`src/design/tdc_pkg.sv`:
```
// ----------------------------------------------------------------------------
// tdc_pkg
// shared types and constants for the thermistor divider linearizer
// ----------------------------------------------------------------------------
package tdc_pkg;

  localparam logic [31:0] LN2_Q32 = 32'hB17217F8;

  localparam logic [1:0] ST_OK = 2'd0;
  localparam logic [1:0] ST_NO_READING = 2'd1;
  localparam logic [1:0] ST_OUT_OF_RANGE = 2'd2;

  localparam logic [2:0] REG_DIVIDER = 3'd0;
  localparam logic [2:0] REG_SUPPLY = 3'd1;
  localparam logic [2:0] REG_COEFF_A = 3'd2;
  localparam logic [2:0] REG_COEFF_B = 3'd3;
  localparam logic [2:0] REG_COEFF_C = 3'd4;

  // bounds on the steinhart-hart sum that keep the result within -40..600 f
  localparam logic signed [127:0] N_MAX = 128'((128'd100 << 60) / 128'd23315);
  localparam logic signed [127:0] N_MIN =
    128'(((128'd900 << 60) + 128'd529834) / 128'd529835);

  // classified item handed from the front part to the back part
  typedef struct packed {
    logic [16:0] sample;
    logic [16:0] denom;
    logic        reject;
  } tdc_item_t;

endpackage

```
`src/design/tdc_front.sv`:
```
// ----------------------------------------------------------------------------
// tdc_front
// accepts samples, flags readings that cannot come from a probe and
// queues each accepted sample, flagged or not, for the back part
// ----------------------------------------------------------------------------
module tdc_front import tdc_pkg::*; (
  input  logic             clk,
  input  logic             rst,
  input  logic             start,
  input  logic [16:0]      sample_mv_x16,
  input  logic [12:0]      supply_mv,
  input  logic             pop,
  output logic             full,
  output logic             avail,
  output tdc_item_t        head
);

  tdc_item_t   q [2];
  logic        wr_ptr;
  logic        rd_ptr;
  logic [1:0]  count;
  logic        push;
  logic [16:0] v16;
  logic [23:0] lhs;
  logic [23:0] rhs;
  tdc_item_t   item;

  assign full = (count == 2'd2);
  assign avail = (count != 2'd0);
  assign push = start && !full;
  assign head = q[rd_ptr];

  always_comb begin
    v16 = {supply_mv, 4'b0000};
    lhs = 24'(sample_mv_x16) * 24'd100;
    rhs = 24'(supply_mv) * 24'd1616;
    item.sample = sample_mv_x16;
    item.denom = v16 - sample_mv_x16;
    item.reject = (sample_mv_x16 == 17'd0) || (lhs > rhs) ||
                  ({1'b0, v16} < (18'(sample_mv_x16) + 18'd32));
  end

  always_ff @(posedge clk) begin
    if (push) begin
      q[wr_ptr] <= item;
    end
    if (rst) begin
      wr_ptr <= 1'b0;
      rd_ptr <= 1'b0;
      count <= 2'd0;
    end else begin
      if (push) begin
        wr_ptr <= ~wr_ptr;
      end
      if (pop) begin
        rd_ptr <= ~rd_ptr;
      end
      count <= count + 2'(push) - 2'(pop);
    end
  end

endmodule

```
`config.mk`:
```
export PLATFORM = sky130hd
export DESIGN_NAME = tdc_front
export DESIGN_NICKNAME = d
export VERILOG_FILES = /design/src/design/tdc_pkg.sv /design/src/design/tdc_front.sv
export SDC_FILE = /design/constraint.sdc
export NUM_CORES = 1
export LEC_CHECK = 0
export ABC_AREA = 1
export BUFFER_PORTS_ARGS = -buffer_cell sky130_fd_sc_hd__buf_2
export CORE_MARGIN = 4
export CORE_UTILIZATION = 62
export CTS_CLUSTER_SIZE = 10
export DETAILED_ROUTE_END_ITERATION = 16
export GPL_ROUTABILITY_DRIVEN = 1
export PLACE_DENSITY = 0.85
export SYNTH_ARGS = -nofsm -noshare
export SYNTH_HDL_FRONTEND = slang
export SYNTH_SLANG_ARGS = --single-unit
```
`constraint.sdc`:
```
create_clock -name clk -period 5.6 [get_ports clk]
set_input_delay 0.56 -clock clk [delete_from_list [all_inputs] [get_ports clk]]
set_output_delay 0.56 -clock clk [all_outputs]
set_load 0.02 [all_outputs]
```
Word level (Yosys, flattened, before mapping)
Memories as Yosys holds them, arrays and structs flattened. A register that Yosys moved wholly into a read port is not among the register bits.
Cells that the tools add are included.

storage, ports and cells
  word-level logic and storage cells = 25
  bits of input ports = 34
  RAM bits = 70
  output and inout port bits = 37
  memories = 1
  flip-flop bits (word level) = 4

cells by class
  multiply operators = 2
  bitwise logic cells = 2
  reductions and logical operators = 6
  magnitude comparators = 2
  mux-type cells = 4
  eq/ne operators = 1
  add/subtract/negate cells = 4

memories
  memory  depth  bits a word  read ports  clocked after memory_dff  write ports  line             RTL
  q       2      35           1           1                         1            tdc_front.sv:18  tdc_item_t q [2];

operators with widths
  operator                                             number
  > comparator 24 bit                                  1
  multiplier 17 x 5 -> 22 bit (second input constant)  1
  multiplier 13 x 7 -> 20 bit (second input constant)  1
  adder 17 x 6 -> 18 bit (second input constant)       1
  < comparator 17 x 18 -> 1 bit                        1
  logical NOT 17 bit                                   1
  subtractor 17 bit                                    1
  two-way mux 1 bit                                    4
  adder 2 x 1 -> 2 bit                                 1
  equality test 2 bit (second input constant)          1
  logical OR 1 bit                                     2
  NOT 1 bit                                            2
  nonzero test 2 bit                                   1
  subtractor 2 x 1 -> 2 bit                            1
  logical AND 1 bit                                    1
  logical NOT 1 bit                                    1

Logic depth before layout (Yosys ltp)
Gate-level depths: netlist of the first run.

  word-level depth = 5
  mapped depth = 26
  depth with buffers taken out = 26

Worst setup path before layout of the first run
No wires, ideal clock.

  path kind = input to register
  start = input port supply_mv[6]
  end = memory q[0][0] (netlist bit), data pin
  library setup time = 0.260 ns
  stages on the path = 21
  path buffers = 0
  setup slack = 1.434 ns
  arrival = 3.906 ns
  data required time = 5.340 ns
  path through = ha_1 fa_1 ha_1 inv_1 fa_1 inv_1 ha_1 a21oi_1 o21ai_1 a21oi_1 nand2_1 nand2_1 nand2_1 ha_1 nand2_1 nor2_1 inv_1 nor3_1 nand4_1 nand2_1 nand2_1

RTL lines
  item         line             RTL
  from (decl)  tdc_front.sv:11  input logic [12:0] supply_mv,
  to (decl)    tdc_front.sv:18

==> results of run 1 <==
==> path summary, 6_finish.rpt <==
path	to	slack, ns	cells past startpoint
worst min-delay path	q[1][32]	0.45	1
worst max-delay path	q[0][0]	1.16	23
worst min register to register	flop	0.54	2
worst max register to register	count[1]	3.60	8
==> cells by family after synthesis <==
logic type	synth area share, %
AOI/OAI and AO/OA	6.31
xor gates and xnor gates	4.37
adders and majority gates	32.2
buffers and inverters	8.79
DFF	26.1
muxes	4.66
and+or+nand+nor	17.6
==> cell usage in the layout (no fill, tap or decap), drive strengths merged, types with 2 or more instances in the layout <==
cell type	netlist	final
mux2	34	34
nor4	3	3
and2	4	4
xnor2	11	11
edfxtp	68	68
o21a	2	2
a21o	7	7
buf	5	71
bufinv	0	2
nor2	62	62
nand2	207	207
o21ai	23	23
nand3	34	34
a21oi	54	54
o21bai	3	3
ha	168	168
nand3b	8	8
a21boi	2	2
xor2	30	30
dfxtp	5	5
clkbuf	0	10
nor3	5	5
nor3b	2	2
fa	27	27
nand4	13	13
inv	185	188
==> layout make-up <==
cell class | instances | area [sq um] | area share, %
clock inverter | 6 | 97.6 | 1.07
tap | 172 | 215 | 2.36
inverter | 185 | 694 | 7.62
timing repair buffer | 71 | 358 | 3.93
clock buffer | 10 | 239 | 2.62
sequential | 73 | 2140 | 23.5
multi-input combinational | 703 | 5360 | 58.9
==> power by group through the flow <==
stage               registers, mW  logic (mW)  clock network, mW
global placement            0.700        1.61                  0
detailed placement          0.705        1.66                  0
CTS                         0.694        1.68              0.650
global route                0.698        1.92              0.680
floorplan                   0.699        1.27                  0
finish                      0.694        1.68              0.651
==> per-stage QoR <==
step | instance area, sq um | hold WS [ns]
global placement | 8770 | 0.499
floorplan | 8210 | 0.480
global route | 9110 | 0.461
finish | 9110 | 0.454
detailed placement | 8770 | 0.509
CTS | 9110 | 0.453
==> per-layer routing <==
layer	wire (um)	vias up	track usage (%)	share of wire [%]
met3	1030	71	3.16	5.3
met4	1050	0	14.2	5.4
met2	9510	242	47.5	49
met5	0	-	0	0
li1	-	3333	-	-
met1	7820	3070	31.4	40
==> registers in the layout (all words and copies together), names as in the netlist, named ones only <==
register	cells
count	2
q	68
rd_ptr	1
wr_ptr	1
==> cell usage after synthesis, drive strengths merged, types with 7 or more instances <==
| library cell | number | share of area (%) |
|---|---|---|
| nand2 | 207 | 9.7 |
| inv | 185 | 8.5 |
| ha | 168 | 26 |
| edfxtp | 68 | 25 |
| nor2 | 62 | 2.9 |
| a21oi | 54 | 3.3 |
| mux2 | 34 | 4.7 |
| nand3 | 34 | 2.1 |
| xor2 | 30 | 3.2 |
| fa | 27 | 6.6 |
| o21ai | 23 | 1.5 |
| nand4 | 13 | 0.99 |
| xnor2 | 11 | 1.2 |
| nand3b | 8 | 0.73 |
| a21o | 7 | 0.64 |
==> run summary, run 1 <==
WP data required -> 5.69 ns
Logic pwr share -> 55.5%
CTS sink cnt -> 73
clock latency on the worst-skew pair -> 0.34 ns
peak supply drop -> 151 uV
CP max stage cell -> fa_1
drt wl/cell -> 15.9 um
Net Count, Synth -> 1,195
die width -> 123 um
Max Cap Violations -> 0
first-pass GRT wire length -> 31,400 um
actual slew at the worst max-slew pin -> 1.06 ns
core area -> 12,800 sq um
RSZ-0062 raised after global routing -> false
gp weighted congestion -> 0.962
DIE AREA -> 15,200 sq um
CTS tree -> yes
period utilisation layout -> 79.2%
post-layout util -> 71.3%
Setup Fix Bufs, Post-CTS -> 0
sequential area share after synthesis -> 26.1%
Netlist cell types -> 37
area grow syn2layout -> 10.9%
endpoints failing hold -> 0
skew final -> 0.0105 ns
Worst slew margin -> 29.3%
pin count of the biggest net entering global routing -> 36
# DRC -> 0
number of synthesized flops with an enable pin -> 68
switching share of total power -> 43.0%
Initial Util -> 64.3%
CP peak stage delay -> 0.50 ns
final net count -> 1,272
worst setup margin -> 1.16 ns
clock power share -> 21.5%
internal power -> 1.72 mW
share of layout cells above drive strength 1 -> 13.5%
Crit Path Class -> in -> reg
post-route insts no fill -> 1,220
initial antenna violation count -> 0
CTS buffer count -> 9
worst flop-to-flop path startpoint -> count[1]
Post-CTS Resized -> 0
I/O Pins -> 71
worst-path cell chain -> buf_2 > ha_1 > fa_1 > ha_1 > inv_1 > fa_1 > inv_1 > ha_1 > inv_2 > o21bai_1 > nor2_1 > nand2_2 > nand2_1 > nand3b_1 > nand2_1 > ha_1 > nand2_1 > nor2_1 > inv_1 > nor3_1 > nand4_1 > nand2_1 > nand2_1
hold_buf cts -> 0
GRT Resource Usage Total -> 26.7%
worst hold start -> sample_mv_x16[14]
Slew Viols, Final -> 0
via count -> 6,716
Detailed Route Iter0 Violations -> 576
clock buffer depth -> 2
worst min-delay path class -> in -> reg
DRT Wirelength -> 19,400 um
setup TNS -> 0 ns
status -> complete, no violations
CTS root buffer -> clkbuf_16
Die Y -> 123 um
worst-path maximum fanout -> 6
total iterations of the first detailed-routing run -> 7
grt total ovfl -> 0
synthesized flop and latch total -> 73
setup violators final -> 0
FFs w/ async S/R, synth -> 0%
Final HPWL DP -> 15,300 um
Worst EP arrival -> 4.53 ns
CP most frequent cell -> nand2_1
Filler cells -> 903
Antenna diodes -> 0
Final Critical Period -> 4.44 ns
Synth Area per Inst -> 8.50 sq um
startpoint types -> input port
pre-CTS worst setup slack -> 0.854 ns
Most used DFF post-synth -> edfxtp_1
Flop pwr share -> 23.0%
Pwr per Cell Area -> 332 nW/um^2
Worst setup EP type -> flop
Syn Inst Count -> 966
Routed Antenna Nets -> 0
vias in the first global route -> 6,471
Psw -> 1.30 mW
Peak Freq -> 225 MHz
Syn Std Cell Area -> 8210 sq um
CP startpoint -> supply_mv[4]
Worst-path clk slew -> 0.07 ns
YS warnings -> 0
leakage power -> 4.81 nW
Overall Power -> 3.02 mW
Buf+Inv Stages, Crit Path -> 5
Worst path top cell family by delay -> adder cells
row count -> 41
Max H-tree Level -> 3
vias per cell -> 5.50
Placed Cells -> 1,204
IO Port Bufs -> 70
Note: power is estimated with default switching activity, not from simulation.
==> run 2, diff against run 1 <==
--- a/config.mk
+++ b/config.mk
@@ -8,11 +8,11 @@
 export ABC_AREA = 1
 export BUFFER_PORTS_ARGS = -buffer_cell sky130_fd_sc_hd__buf_2
 export CORE_MARGIN = 4
-export CORE_UTILIZATION = 62
+export CORE_UTILIZATION = 56
 export CTS_CLUSTER_SIZE = 10
 export DETAILED_ROUTE_END_ITERATION = 16
 export GPL_ROUTABILITY_DRIVEN = 1
-export PLACE_DENSITY = 0.85
+export PLACE_DENSITY = 0.82
 export SYNTH_ARGS = -nofsm -noshare
 export SYNTH_HDL_FRONTEND = slang
 export SYNTH_SLANG_ARGS = --single-unit
==> constraint.sdc (replaced) <==
create_clock -name clk -period 3.85 [get_ports clk]
set_input_delay 0.385 -clock clk [delete_from_list [all_inputs] [get_ports clk]]
set_output_delay 0.385 -clock clk [all_outputs]
set_load 0.02 [all_outputs]
==> run 2 against run 1 <==
Net effect:
- the flow now finishes with violations (setup timing)
- total power rose by 73%
- final cell count rose by 9.3%
- wire length rose by 23%
- via count rose by 13%
- register-to-register slack got worse by 1.7 ns
- clock-buffer cell count fell by 1
- utilization rose by 2.3 points
- die area rose by 10%
- hold slack got worse by 0.19 ns
- flip-flop and latch count did not move
- critical endpoint is now q[1][0]
- largest power group unchanged
- highest routed layer unchanged
==> run summary, run 2 (synthesis gave the netlist of run 1 again) <==
status -> finished with violations
failing checks -> setup timing
initial antenna violation count -> 0
CP most frequent cell -> nand2_1
Overall Power -> 5.24 mW
area grow syn2layout -> 26.3%
commonest non-fill, non-tap cell in the layout -> nand2_1
setup violators final -> 2
period utilisation layout -> 103%
gp weighted congestion -> 0.992
post-route cell area -> 10,400 sq um
Hold Slack -> 0.262 ns
final net count -> 1,378
Initial Util -> 58.3%
skew final -> 0.00629 ns
vias per cell -> 5.69
Detailed Route Iter0 Violations -> 740
Max Cap Violations -> 0
setup TNS -> -0.253 ns
pin count of the biggest net entering global routing -> 35
actual slew at the worst max-slew pin -> 0.499 ns
startpoint types -> input port
placed cell areas -> 9730 sq um
share of layout cells above drive strength 1 -> 28.1%
core area -> 14,100 sq um
leakage power -> 5.36 nW
Placed Cells -> 1,314
Max H-tree Level -> 3
IO Port Bufs -> 70
Worst path top cell family by delay -> adder cells
CP peak stage delay -> 0.53 ns
worst min-delay path class -> in -> reg
WP data required -> 3.94 ns
clock latency on the worst-skew pair -> 0.34 ns
Slew Viols, Final -> 0
RSZ-0062 raised after global routing -> true
Final Critical Period -> 3.98 ns
grt total ovfl -> 0
peak supply drop -> 354 uV
post-route insts no fill -> 1,334
GRT Resource Usage Total -> 28.3%
CTS root buffer -> clkbuf_16
Peak Freq -> 251 MHz
Worst setup EP type -> flop
DIE AREA -> 16,700 sq um
Antenna diodes -> 0
biggest regs -> q x68, count x2
Worst slew margin -> 66.7%
post-layout util -> 73.6%
CP max stage cell -> fa_2
die width -> 129 um
clock buffer depth -> 2
CTS tree -> yes
reg-to-reg slack, setup -> 1.88 ns
first-pass GRT wire length -> 37,300 um
Worst EP arrival -> 4.07 ns
via count -> 7,593
CTS buffer count -> 9
Final HPWL DP -> 17,600 um
worst setup margin -> -0.127 ns
row count -> 43
worst-path maximum fanout -> 4
hold_buf cts -> 0
vias in the first global route -> 7,668
Crit Path Class -> in -> reg
Die Y -> 129 um
endpoints failing hold -> 0
max reg flops -> 68
CTS sink cnt -> 73
most frequent cells in the layout -> nand2_1, inv_1, ha_1
DRT Wirelength -> 23,800 um
Pwr per Cell Area -> 505 nW/um^2
Routed Antenna Nets -> 0
drt wl/cell -> 17.9 um
Worst-path clk slew -> 0.07 ns
pre-CTS worst setup slack -> -0.565 ns
# DRC -> 0
total iterations of the first detailed-routing run -> 5
I/O Pins -> 71
Buf+Inv Stages, Crit Path -> 7
Top reg by flops -> q
-- run 2: what timing repair did --
action                                  in CTS  in global routing
pin swaps                                   33                 38
endpoints found under the setup margin       2                  2
buffers inserted                             2                  2
resized for setup                           27                 52
endpoints found under the hold margin        0                  0
-- run 2: final cells by class --
type,count,area (sq um)
Clock inverter,7,75.1
Tap cell,180,225
Clock buffer,9,225
Fill cell,873,3720
Sequential cell,73,2140
Inverter,185,697
Timing Repair Buffer,177,1200
Multi-Input combinational cell,703,5800
-- run 2: path summary, 6_finish.rpt --
path	depth (start not counted)	to	start
hold reg to reg	2	rd_ptr	rd_ptr
setup reg to reg	8	count[1]	count[1]
hold / removal	2	count[0]	rst
setup / recovery	26	q[1][0]	supply_mv[1]
-- run 2: per-layer routing --
layer  up-vias  global-route usage [%]  part of all wire, %
met3       149                    4.12                  7.1
met2       402                    48.4                   48
li1       3544                       -                    -
met4         0                    17.9                  6.7
met5         -                       0                    0
met1      3498                    33.3                   38
-- run 2: power breakdown --
group          total [mW]  internal (mW)  switching (mW)
registers            1.01          0.983          0.0298
clock network       0.852          0.507           0.344
logic                3.38           1.47            1.91
